--- src/hdl/assert_macros.svh ---
// assertion macros for the top-level rtl file of the 48-bit lcg block
// no dependencies; included by files that carry concurrent assertions
`ifndef ASSERT_MACROS_SVH
`define ASSERT_MACROS_SVH

// property must hold at every rising edge outside reset
`define ASSERT_ALWAYS(lbl, clk, rstn, prop) \
    lbl: assert property (@(posedge clk) disable iff (!rstn) (prop)) \
        else $error("assertion failed");

// implication checked at every rising edge outside reset
`define ASSERT_IMPLY(lbl, clk, rstn, ante, cons) \
    lbl: assert property (@(posedge clk) disable iff (!rstn) (ante) |-> (cons)) \
        else $error("implication failed");

// consequence checked in the cycle after the antecedent
`define ASSERT_NEXT(lbl, clk, rstn, ante, cons) \
    lbl: assert property (@(posedge clk) disable iff (!rstn) (ante) |=> (cons)) \
        else $error("next-cycle implication failed");

`endif

--- src/hdl/lcg48_pkg.sv ---
// types, constants and command codes of the 48-bit lcg block
// no dependencies; imported by controller, datapath and top level
`default_nettype none

package lcg48_pkg;

    localparam int STATE_W = 48;
    localparam int HALF_W  = 24;
    localparam int DRAW_W  = 31;
    localparam int WORD_W  = 32;
    localparam int VALUE_W = 64;
    localparam int CNT_W   = 5;

    // lcg multiplier and increment, multiplier split into 24-bit halves
    localparam logic [STATE_W-1:0] LCG_MULT = 48'h0005_DEEC_E66D;
    localparam logic [STATE_W-1:0] LCG_ADD  = 48'd11;
    localparam logic [HALF_W-1:0]  MULT_LO  = 24'hECE66D;
    localparam logic [HALF_W-1:0]  MULT_HI  = 24'h0005DE;
    localparam logic [CNT_W-1:0]   DIV_LAST_BIT = 5'd30;

    // request modes
    typedef enum logic [1:0] {
        MODE_RESEED  = 2'd0,
        MODE_BOUNDED = 2'd1,
        MODE_WIDE    = 2'd2,
        MODE_SPARE   = 2'd3
    } mode_e_t;

    typedef struct packed {
        logic [1:0]         mode;
        logic signed [63:0] seed_value;
        logic signed [31:0] bound;
    } req_t;

    typedef struct packed {
        logic signed [63:0] value;
        logic               bad_bound;
    } rsp_t;

    // partial product selection of the shared multiplier
    typedef enum logic [1:0] {
        MUL_NONE = 2'd0,
        MUL_LL   = 2'd1,
        MUL_LH   = 2'd2,
        MUL_HL   = 2'd3
    } mul_op_t;

    // result source selection
    typedef enum logic [2:0] {
        RES_ZERO  = 3'd0,
        RES_BAD   = 3'd1,
        RES_REM   = 3'd2,
        RES_SCALE = 3'd3,
        RES_WIDE  = 3'd4
    } res_sel_t;

    typedef struct packed {
        logic     load;
        logic     reseed;
        mul_op_t  mul_op;
        logic     div_step;
        logic     save_hi;
        logic     res_load;
        res_sel_t res_sel;
        logic     out_load;
    } cmd_t;

    typedef struct packed {
        logic [1:0] mode;
        logic       bound_bad;
        logic       pow2;
        logic       div_last;
        logic       reject;
        logic       out_free;
    } status_t;

endpackage

`default_nettype wire

--- src/hdl/lcg48_ctrl.sv ---
// controller state machine of the 48-bit lcg block
// depends on lcg48_pkg; drives datapath commands from its status
`default_nettype none

module lcg48_ctrl (
    input  wire logic               clk,
    input  wire logic               rst_n,
    input  wire logic               req_valid,
    output logic                    req_stall,
    input  wire lcg48_pkg::status_t status,
    output lcg48_pkg::cmd_t         cmd
);
    import lcg48_pkg::*;

    typedef enum logic [8:0] {
        ST_IDLE  = 9'b000000001,
        ST_DISP  = 9'b000000010,
        ST_MUL0  = 9'b000000100,
        ST_MUL1  = 9'b000001000,
        ST_MUL2  = 9'b000010000,
        ST_POST  = 9'b000100000,
        ST_DIV   = 9'b001000000,
        ST_CHECK = 9'b010000000,
        ST_DONE  = 9'b100000000
    } state_t;

    state_t state_reg, state_next;
    logic   second_reg, second_next;

    // one request at a time
    assign req_stall = (state_reg != ST_IDLE);

    // next state and commands
    always_comb
    begin
        state_next  = state_reg;
        second_next = second_reg;
        cmd         = '0;
        unique case (state_reg)
            ST_IDLE:
            begin
                if (req_valid)
                begin
                    cmd.load   = 1'b1;
                    state_next = ST_DISP;
                end
            end
            ST_DISP:
            begin
                second_next = 1'b0;
                priority if (status.mode == MODE_RESEED)
                begin
                    cmd.reseed   = 1'b1;
                    cmd.res_load = 1'b1;
                    cmd.res_sel  = RES_ZERO;
                    state_next   = ST_DONE;
                end
                else if (status.mode == MODE_BOUNDED && status.bound_bad)
                begin
                    cmd.res_load = 1'b1;
                    cmd.res_sel  = RES_BAD;
                    state_next   = ST_DONE;
                end
                else if (status.mode == MODE_BOUNDED || status.mode == MODE_WIDE)
                begin
                    state_next = ST_MUL0;
                end
                else
                begin
                    cmd.res_load = 1'b1;
                    cmd.res_sel  = RES_ZERO;
                    state_next   = ST_DONE;
                end
            end
            ST_MUL0:
            begin
                cmd.mul_op = MUL_LL;
                state_next = ST_MUL1;
            end
            ST_MUL1:
            begin
                cmd.mul_op = MUL_LH;
                state_next = ST_MUL2;
            end
            ST_MUL2:
            begin
                cmd.mul_op = MUL_HL;
                state_next = ST_POST;
            end
            ST_POST:
            begin
                priority if (status.mode == MODE_WIDE)
                begin
                    if (!second_reg)
                    begin
                        cmd.save_hi = 1'b1;
                        second_next = 1'b1;
                        state_next  = ST_MUL0;
                    end
                    else
                    begin
                        cmd.res_load = 1'b1;
                        cmd.res_sel  = RES_WIDE;
                        state_next   = ST_DONE;
                    end
                end
                else if (status.pow2)
                begin
                    cmd.res_load = 1'b1;
                    cmd.res_sel  = RES_SCALE;
                    state_next   = ST_DONE;
                end
                else
                begin
                    state_next = ST_DIV;
                end
            end
            ST_DIV:
            begin
                cmd.div_step = 1'b1;
                if (status.div_last)
                begin
                    state_next = ST_CHECK;
                end
            end
            ST_CHECK:
            begin
                if (status.reject)
                begin
                    state_next = ST_MUL0;
                end
                else
                begin
                    cmd.res_load = 1'b1;
                    cmd.res_sel  = RES_REM;
                    state_next   = ST_DONE;
                end
            end
            ST_DONE:
            begin
                if (status.out_free)
                begin
                    cmd.out_load = 1'b1;
                    state_next   = ST_IDLE;
                end
            end
            default:
            begin
                state_next = ST_IDLE;
            end
        endcase
    end

    // state registers
    always_ff @(posedge clk or negedge rst_n)
    begin
        if (!rst_n)
        begin
            state_reg  <= ST_IDLE;
            second_reg <= 1'b0;
        end
        else
        begin
            state_reg  <= state_next;
            second_reg <= second_next;
        end
    end

endmodule

`default_nettype wire

--- src/hdl/lcg48_dp.sv ---
// datapath of the 48-bit lcg block: generator state, shared 24x24 multiplier,
// bit-serial remainder unit, result and output registers; depends on lcg48_pkg
`default_nettype none

module lcg48_dp (
    input  wire logic             clk,
    input  wire logic             rst_n,
    input  wire lcg48_pkg::req_t  req_data,
    input  wire lcg48_pkg::cmd_t  cmd,
    output lcg48_pkg::status_t    status,
    output logic                  rsp_valid,
    input  wire logic             rsp_stall,
    output lcg48_pkg::rsp_t       rsp_data
);
    import lcg48_pkg::*;

    req_t                 req_reg;
    logic [STATE_W-1:0]   state_reg, state_next;
    logic [STATE_W-1:0]   acc_reg, acc_next;
    logic [HALF_W-1:0]    mul_a, mul_b;
    logic [STATE_W-1:0]   prod;
    logic [STATE_W-1:0]   prod_shift;
    logic [WORD_W-1:0]    bound_u;
    logic [DRAW_W-1:0]    draw;
    logic [DRAW_W-1:0]    rem_reg, rem_next;
    logic [CNT_W-1:0]     cnt_reg, cnt_next;
    logic [WORD_W-1:0]    trial;
    logic [WORD_W-1:0]    accept_sum;
    logic [VALUE_W-1:0]   scale_prod;
    logic [WORD_W-1:0]    hi_reg;
    logic [WORD_W-1:0]    lo_word;
    rsp_t                 res_reg, res_next;
    rsp_t                 out_reg;
    logic                 out_valid_reg;

    assign bound_u = req_reg.bound;
    assign draw    = state_reg[STATE_W-1:STATE_W-DRAW_W];
    assign lo_word = state_reg[STATE_W-1:STATE_W-WORD_W];

    // request capture
    always_ff @(posedge clk)
    begin
        if (cmd.load)
        begin
            req_reg <= req_data;
        end
    end

    // shared multiplier operand selection
    always_comb
    begin
        unique case (cmd.mul_op)
            MUL_LL:
            begin
                mul_a = state_reg[HALF_W-1:0];
                mul_b = MULT_LO;
            end
            MUL_LH:
            begin
                mul_a = state_reg[HALF_W-1:0];
                mul_b = MULT_HI;
            end
            MUL_HL:
            begin
                mul_a = state_reg[STATE_W-1:HALF_W];
                mul_b = MULT_LO;
            end
            default:
            begin
                mul_a = '0;
                mul_b = '0;
            end
        endcase
    end

    assign prod       = mul_a * mul_b;
    assign prod_shift = {prod[HALF_W-1:0], {HALF_W{1'b0}}};

    // lcg step accumulated over the LL, LH and HL partial products, reseed on request
    always_comb
    begin
        acc_next   = acc_reg;
        state_next = state_reg;
        unique case (cmd.mul_op)
            MUL_LL:   acc_next = prod + LCG_ADD;
            MUL_LH:   acc_next = acc_reg + prod_shift;
            MUL_HL:   state_next = acc_reg + prod_shift;
            default:  acc_next = acc_reg;
        endcase
        if (cmd.reseed)
        begin
            state_next = req_reg.seed_value[STATE_W-1:0] ^ LCG_MULT;
        end
    end

    always_ff @(posedge clk or negedge rst_n)
    begin
        if (!rst_n)
        begin
            state_reg <= '0;
        end
        else
        begin
            state_reg <= state_next;
        end
    end

    always_ff @(posedge clk)
    begin
        acc_reg <= acc_next;
    end

    // restoring remainder, one draw bit per cycle from the msb down
    assign trial = {rem_reg, draw[cnt_reg]};

    always_comb
    begin
        rem_next = rem_reg;
        cnt_next = cnt_reg;
        if (cmd.mul_op == MUL_HL)
        begin
            rem_next = '0;
            cnt_next = DIV_LAST_BIT;
        end
        else if (cmd.div_step)
        begin
            cnt_next = cnt_reg - 1'b1;
            if (trial >= bound_u)
            begin
                rem_next = DRAW_W'(trial - bound_u);
            end
            else
            begin
                rem_next = trial[DRAW_W-1:0];
            end
        end
    end

    always_ff @(posedge clk)
    begin
        rem_reg <= rem_next;
        cnt_reg <= cnt_next;
    end

    // rejection test in 32-bit wrapping arithmetic
    assign accept_sum = {1'b0, draw} - {1'b0, rem_reg} + (bound_u - 1'b1);

    // power-of-two bound scaling
    assign scale_prod = bound_u * {1'b0, draw};

    // upper word of the wide draw
    always_ff @(posedge clk)
    begin
        if (cmd.save_hi)
        begin
            hi_reg <= lo_word;
        end
    end

    // result selection
    always_comb
    begin
        res_next = '0;
        unique case (cmd.res_sel)
            RES_ZERO:  res_next = '0;
            RES_BAD:   res_next.bad_bound = 1'b1;
            RES_REM:   res_next.value = {{(VALUE_W-DRAW_W){1'b0}}, rem_reg};
            RES_SCALE: res_next.value = {{(VALUE_W-WORD_W){1'b0}},
                                         scale_prod[DRAW_W+WORD_W-1:DRAW_W]};
            RES_WIDE:  res_next.value = {hi_reg - {{(WORD_W-1){1'b0}}, lo_word[WORD_W-1]},
                                         lo_word};
            default:   res_next = '0;
        endcase
    end

    always_ff @(posedge clk)
    begin
        if (cmd.res_load)
        begin
            res_reg <= res_next;
        end
    end

    // output beat register
    always_ff @(posedge clk or negedge rst_n)
    begin
        if (!rst_n)
        begin
            out_valid_reg <= 1'b0;
        end
        else if (cmd.out_load)
        begin
            out_valid_reg <= 1'b1;
        end
        else if (!rsp_stall)
        begin
            out_valid_reg <= 1'b0;
        end
    end

    always_ff @(posedge clk)
    begin
        if (cmd.out_load)
        begin
            out_reg <= res_reg;
        end
    end

    assign rsp_valid = out_valid_reg;
    assign rsp_data  = out_reg;

    // status to controller
    assign status.mode      = req_reg.mode;
    assign status.bound_bad = bound_u[WORD_W-1] | (bound_u == '0);
    assign status.pow2      = ((bound_u & (bound_u - 1'b1)) == '0);
    assign status.div_last  = (cnt_reg == '0);
    assign status.reject    = accept_sum[WORD_W-1];
    assign status.out_free  = !out_valid_reg || !rsp_stall;

endmodule

`default_nettype wire

--- src/hdl/lcg48_random_generator.sv ---
// path of a request: reseed, error and spare modes go from dispatch straight to done;
// a power-of-two bound takes one lcg step, a 64-bit draw two, other bounds one lcg step
// and the remainder unit, repeated on each retry; one request in flight, the next beat
// is taken in the cycle after the result enters the output register, which waits on rsp_stall
// each lcg step runs the LL, LH and HL products on the shared 24x24 multiplier, then the post state;
// the remainder unit resolves one bit per cycle; reset: generator state
// cleared to zero, controller idle, output register empty
`default_nettype none

module lcg48_random_generator (
    input  wire logic             clk,
    input  wire logic             rst_n,
    input  wire logic             req_valid,
    output logic                  req_stall,
    input  wire lcg48_pkg::req_t  req_data,
    output logic                  rsp_valid,
    input  wire logic             rsp_stall,
    output lcg48_pkg::rsp_t       rsp_data
);
    import lcg48_pkg::*;

    cmd_t    cmd;
    status_t status;

    // controller
    lcg48_ctrl u_ctrl (
        .clk       (clk),
        .rst_n     (rst_n),
        .req_valid (req_valid),
        .req_stall (req_stall),
        .status    (status),
        .cmd       (cmd)
    );

    // datapath
    lcg48_dp u_dp (
        .clk       (clk),
        .rst_n     (rst_n),
        .req_data  (req_data),
        .cmd       (cmd),
        .status    (status),
        .rsp_valid (rsp_valid),
        .rsp_stall (rsp_stall),
        .rsp_data  (rsp_data)
    );

    // checks
`include "assert_macros.svh"

    `ASSERT_NEXT(a_busy_after_accept, clk, rst_n, req_valid && !req_stall, req_stall)
    `ASSERT_IMPLY(a_load_only_when_free, clk, rst_n, cmd.out_load, !rsp_valid || !rsp_stall)
    `ASSERT_IMPLY(a_bad_gives_zero, clk, rst_n, rsp_valid && rsp_data.bad_bound, rsp_data.value == '0)
    `ASSERT_ALWAYS(a_no_load_while_busy, clk, rst_n, !(cmd.load && cmd.res_load))

endmodule

`default_nettype wire

--- config.mk ---
export PLATFORM = sky130hd
export DESIGN_NAME = lcg48_random_generator
export DESIGN_NICKNAME = d
export VERILOG_FILES = /design/src/hdl/lcg48_pkg.sv /design/src/hdl/lcg48_ctrl.sv /design/src/hdl/lcg48_dp.sv /design/src/hdl/lcg48_random_generator.sv
export VERILOG_INCLUDE_DIRS = /design/src /design/src/hdl
export SDC_FILE = /design/constraint.sdc
export NUM_CORES = 2
export LEC_CHECK = 0
export BUFFER_PORTS_ARGS = -buffer_cell sky130_fd_sc_hd__buf_2
export CORE_UTILIZATION = 65
export CTS_CLUSTER_DIAMETER = 120
export CTS_CLUSTER_SIZE = 8
export DETAILED_ROUTE_END_ITERATION = 10
export PLACE_DENSITY = 0.85
export SYNTH_ARGS = -nofsm -noshare
export SYNTH_HDL_FRONTEND = slang
export SYNTH_SLANG_ARGS = --single-unit
--- constraint.sdc ---
create_clock -name clk -period 33.8 [get_ports clk]
set_clock_uncertainty 0.05 [all_clocks]
set_input_delay 5.07 -clock clk [delete_from_list [all_inputs] [get_ports clk]]
set_output_delay 5.07 -clock clk [all_outputs]
set_load 0.01 [all_outputs]
---- Yosys cells after proc, flatten, opt, wreduce, memory -nomap -nowiden ----
Cells that the tools add are included.
word-level totals
  bits in registers ....................... 387
  latch bits .............................. 0
  RAM bits ................................ 0
  memory bits (read-only) ................. 0
  bits of input ports ..................... 102
  output and inout bits ................... 67
  logic and storage cells ................. 114
  memories kept ........................... 0
operators by class
  add/sub/neg operators ................... 8
  multiply operators ...................... 2
  divide/modulo/power cells ............... 0
  magnitude comparators ................... 2
  equal/unequal tests ..................... 24
  shift-type cells ........................ 0
  mux-type cells .......................... 44
  bitwise operators ....................... 3
  reduce and logical (&&, ||, !) cells .... 16
operators by type and width
  kind                                                 count
  one-hot mux 64 bit (3 select lines)                  1
  two-way mux 48 bit                                   2
  one-hot mux 24 bit (2 select lines)                  2
  one-hot mux 48 bit (2 select lines)                  1
  two-way mux 9 bit                                    10
  one-hot mux 9 bit (9 select lines)                   1
  zero test 32 bit                                     2
  multiplier 32 x 31 -> 63 bit                         1
  adder 48 x 4 -> 48 bit, second input constant        1
  adder 48 bit                                         1
  multiplier 24 x 24 -> 48 bit                         1
  adder 32 bit                                         1
  AND 32 bit                                           1
  greater-or-equal comparator 32 bit                   1
  subtractor 31 x 31 -> 32 bit                         1
  subtractor 32 x 1 -> 32 bit                          1
  subtractor 32 x 1 -> 32 bit, second input constant   1
  two-way mux 31 bit                                   1
  subtractor 31 bit                                    1
  two-way mux 4 bit                                    7
  NOT 23 bit                                           1
  two-way mux 1 bit                                    15
  one-hot mux 4 bit (3 select lines)                   1
  equality test 9 x 1 -> 1 bit, second input constant  1
  31 further kinds                                     43

---- Depth between registers and ports, before layout ----
  word-level depth ........................ 9
  mapped depth ............................ 44
  gate-level depth less buffers ........... 40

---- Cells and area by module ----
A second synthesis with hierarchy kept.
unflattened totals
  cell total of the unflattened synthesis .. 6896
  area, all modules ....................... 65964.5 um^2
by module, submodules not included
  module      times used  cells an instance  area each (um^2)  sequential area each (um^2)
  lcg48_dp    1           6819               65225.1           10715.3
  lcg48_ctrl  1           77                 739.5             251.5

---- Least setup slack after synthesis ----
OpenSTA, ideal clock, no wires.
  path kind ............................... flip-flop to flip-flop
  start point ............................. register u_ctrl.state_reg[6]
  end point ............................... register u_dp.acc_reg[46], data pin
  library setup time ...................... 0.152 ns
  arrival time ............................ 11.064 ns
  data required time ...................... 33.598 ns
  setup slack ............................. 22.535 ns
  stages on the path, launching flop included .. 38
  path buffers ............................ 5
  clock period less this slack ............ 11.265 ns
  cell sequence ........................... dfrtp_1 > nor4_4 > nand2_2 > or4b_2 > clkbuf_1 > inv_1 > clkbuf_1 > nor2_1 > ha_1 > clkbuf_1 > clkbuf_1 > a22oi_1 > nor2_1 > inv_1 > nor2_1 > inv_1 > fa_1 > fa_1 > [2 not listed] > inv_1 > fa_1 > inv_1 > fa_1 > fa_1 > inv_1 > ha_1 > buf_2 > nand4_1 > or2_1 > a311oi_2 > o211ai_2 > a211o_1 > a21boi_1 > o2111ai_2 > or4_1 > or4_1 > a31oi_1
between the ends
  longest elaborated chain between the ends .. 8
  elaborated cells on any way between the ends .. 15
  those cells by class .................... 2 x add/sub; 1 x mul; 6 x eq/ne; 4 x mux; 2 x reduce/logical
RTL lines
  what                                                        RTL line                        RTL
  from (decl)                                                 lcg48_ctrl.sv:27                state_t state_reg, state_next;
  from (signal assigned)                                      lcg48_ctrl.sv:164               state_reg <= state_next;
  equality test 9 x 5 -> 1 bit, or another cell as far along  lcg48_ctrl.sv:39                unique case (state_reg)
  one-hot mux 2 bit (3 select lines) (*)                      lcg48_ctrl.sv:39
  equality test 2 x 1 -> 1 bit, or another cell as far along  lcg48_dp.sv:52, lcg48_dp.sv:84
  OR reduction 2 bit (no source line)                         --
  one-hot mux 24 bit (2 select lines)                         lcg48_dp.sv:52                  unique case (cmd.mul_op)
  multiplier 24 x 24 -> 48 bit                                lcg48_dp.sv:76                  assign prod = mul_a * mul_b;
  adder 48 bit or adder 48 x 4 -> 48 bit (tied branches)      lcg48_dp.sv:86, lcg48_dp.sv:85
  one-hot mux 48 bit (2 select lines) (*)                     lcg48_dp.sv:84                  unique case (cmd.mul_op)
  named net u_dp.acc_next[46]                                 lcg48_dp.sv:19                  logic [STATE_W-1:0] acc_reg, acc_next;
  to (signal assigned)                                        lcg48_dp.sv:110                 acc_reg <= acc_next;
  to (decl)                                                   lcg48_dp.sv:19
Mark *: on every way through the listed nets, which the timed path passes. The rest lies on a longest branch.
A chain may end at the register's enable or synchronous reset.

---- Final worst setup path ----
  start point ............................. register u_ctrl.state_reg[7]
  end point ............................... register u_dp.state_reg[47]
between the ends
  longest elaborated chain between the ends .. 9
  elaborated cells on any way between the ends .. 18
  those cells by class .................... 1 x add/sub; 1 x mul; 7 x eq/ne; 6 x mux; 3 x reduce/logical
RTL lines
  what                                                        RTL line          RTL
  equality test 9 x 5 -> 1 bit, or another cell as far along  lcg48_ctrl.sv:39
  one-hot mux 2 bit (3 select lines)                          lcg48_ctrl.sv:39
  equality test 2 x 1 -> 1 bit, or another cell as far along  lcg48_dp.sv:52
  OR reduction 2 bit (no source line)                         --
  one-hot mux 24 bit (2 select lines)                         lcg48_dp.sv:52
  multiplier 24 x 24 -> 48 bit                                lcg48_dp.sv:76
  adder 48 bit                                                lcg48_dp.sv:87    MUL_HL: state_next = acc_reg + prod_shift;
  two-way mux 48 bit                                          lcg48_dp.sv:84
  two-way mux 48 bit                                          lcg48_dp.sv:90    if (cmd.reseed)
  to (signal assigned)                                        lcg48_dp.sv:104   state_reg <= state_next;
  to (decl)                                                   lcg48_dp.sv:18    logic [STATE_W-1:0] state_reg, state_next;
Parallel ways exist; a longest one is shown, timed or not. The select of a mux whose other input is x is not followed.

==> impl_metrics.toml <==
[run_status]
status = "finished clean"

[clock_network]
worstSkewPairLatency_ns = 0.64
path_clk_slew_ns = 0.05
cts_made_buffers = 54
hold_buf_cts = 0
cts-root-to-sink-buffers = 3
tritoncts = "done"
cts_repair_resize_count = 0
clock_tree.htree_level_count = 2
cts_num_sinks = 387
post-cts-setup-buffers = 0
cts-root-buf = "clkbuf_16"

[logic_synthesis]
postSynthNetCount = 9013
synth_top_area_cell = "fa_1"
synth_ff_type = "edfxtp_1"
post_synth_xor_area_fraction_pct = 2.21
synth-adder-area-share_pct = 49.4
syn_area_per_cell_um2 = 9.45
synthDistinctLibCells = 93
synth_edf_count = 292
netlist_top_cells_area = "fa_1 38%, edfxtp_1 13%, ha_1 12%"
synth_top_family_by_area = "adder cells"
syn-instance-count = 7039
synth_async_reset_ratio_pct = 15.2
yosys_register_bits = 387
yosysWarningCount = 0
synth_area_um2 = 66500
synth-simple-area-share_pct = 13.1
ys_seq_area_share_pct = 16.5
synth.area.mux_share_pct = 0.519
proportion_of_netlist_area_held_by_the_largest_area_contributor_pct = 37.9
synth.most_common_cell = "inv_1"
synth.cells.most_frequent = "1615 x inv_1, 1259 x fa_1, 1095 x nand2_1, 613 x ha_1, 308 x clkbuf_1"
compound_cell_area_share_of_the_yosys_netlist_pct = 7.24

[global_route]
first_global_vias = 55700
antenna_found_initial = 4
grt.total_usage_pct = 38.1
maximum_number_of_pins_on_one_net_before_global_route_repair = 66
grt_remaining_overflow = 0
grt_pass1_wl_um = 300000

[timing]
final.min_clock_period_ns = 12.91
setup_repair_after_global_routing_missed_its_margin = "no"
max_clock_freq_mhz = 77.5
relSlewSlack_pct = 9.82
fin_setup_tns_ns = 0
finalCritPeriodShare_pct = 38.2
final_number_of_hold_violating_endpoints = 0
timing.final.setup_violations = 0
tightest_slew_ns = 1.33
number_of_slew_limit_violations_in_the_final_report = 0
hold-worst-slack_ns = 0.364

[critical_path]
critPathKind = "reg -> reg"
crit_path_top_delay_cell = "or4b_2"
crit_arrival_ns = 13.39
crit_path_max_incr_delay_ns = 0.94
critPathMaxFanout = 42
setup.worst_path.end_class = "flip-flop"
critPathLaunchType = "flip-flop"
worstPathRequired_ns = 34.28

[cells_and_area]
nFillCells = 7209
seq_area_um2 = 11000
post_route_cells_drive_above_1_share_pct = 5.15
area.growth.synth_to_final_pct = 5.26
final_core_utilization_pct = 69.5
multi_input_area_um2 = 48300
final_net_count = 8975

[floorplan]
boundaryPins = 169
placementRows = 116
die_h_um = 322
fp.dieW_um = 322
initial_utilization_pct = 66.0
core_um2 = 101000
die_area_um2 = 104000

[detailed_routing]
dr_total_vias = 51500
wl_per_cell_um = 22.7
first_iter_violations = 5094
drc = 0
totalWireLength_um = 191000
route.detailed.vias_per_inst = 6.13
postRouteAntennaNets = 0
drt-pass1-iter-count = 7

[placement]
routabilityCongestion = 1.00
dp.final_hpwl_um = 143000
port_buffers = 152

[min_path]
hp-class = "reg -> reg"

[run]
drv_cap = 0
## layout make-up
type	count	share of cell area [%]
multi-input combinational	4706	69.0
tap	1357	2.43
inverter	1616	8.66
antenna	2	0.00715
clock inverter	4	0.0894
sequential	387	15.7
clock buffer	98	2.17
timing repair buffer	236	1.99
## stage by stage
step / instances / setup slack, ns / instance area (um2)
after global placement: 8302 / 21.38 / 68400
after global routing: 8404 / 20.44 / 70000
final: 8406 / 20.89 / 70000
after CTS: 8404 / 21.07 / 70000
after floorplan: 7039 / 22.53 / 66500
after detailed placement: 8302 / 21.12 / 68400
## logic make-up after synthesis
logic type,count (synthesis)
buffers and inverters,1946
and+or+nand+nor,1921
adders and majority gates,1872
AOI/OAI and AO/OA,722
DFF,387
xor gates and xnor gates,168
muxes,23
## cell usage in the layout (no fill, tap or decap), drive strengths merged, types with 21 or more instances in the layout
master / count
nand2: 1096
clkbuf: 98
fa: 1259
nor2b: 22
nor3: 50
a21oi: 191
a21o: 97
o211ai: 22
xnor2: 98
a22oi: 39
or3: 35
and2: 199
inv: 1617
a31oi: 26
o21ai: 130
buf: 236
nor2: 233
dfxtp: 36
edfxtp: 292
nand4: 56
o21bai: 21
dfrtp: 58
nand3: 78
ha: 613
xor2: 70
nor4: 28
o31ai: 33
and3: 40
a211oi: 37
## path summary, 6_finish.rpt
kind                                     start  slack, ns  depth (start not counted)                  to
hold / removal                u_dp.res_reg[16]       0.36                          0   u_dp.rsp_data[16]
hold reg to reg               u_dp.res_reg[16]       0.36                          0   u_dp.rsp_data[16]
min in group asynchronous                rst_n       4.56                          2      u_dp.rsp_valid
setup reg to reg           u_ctrl.state_reg[7]      20.89                         38  u_dp.state_reg[47]
max in group asynchronous                rst_n      28.58                          2  u_dp.state_reg[31]
setup / recovery           u_ctrl.state_reg[7]      20.89                         38  u_dp.state_reg[47]
## critical path: cells and delay by family (launching register included)
| family | cells | cell delay [ns] |
|---|---|---|
| AO/OA/AOI/OAI | 9 | 2.08 |
| adder cells (fa/ha/maj) | 10 | 4.26 |
| multiplexers | 1 | 0.26 |
| buffers and inverters | 7 | 1.19 |
| AND/OR/NAND/NOR | 10 | 4.05 |
| XOR/XNOR | 1 | 0.39 |
| flip-flops | 1 | 0.48 |
## per-layer routing
| layer | global-route usage (%) | wire length [um] |
|---|---|---|
| met3 | 9.73 | 22500 |
| met2 | 62.0 | 88700 |
| met1 | 44.3 | 63500 |
| met5 | 0.142 | 23 |
| met4 | 26.1 | 15900 |
Power is left out: the tool's default activity adds up to more than one toggle a clock period on the data nets, which glitch-free logic cannot reach.
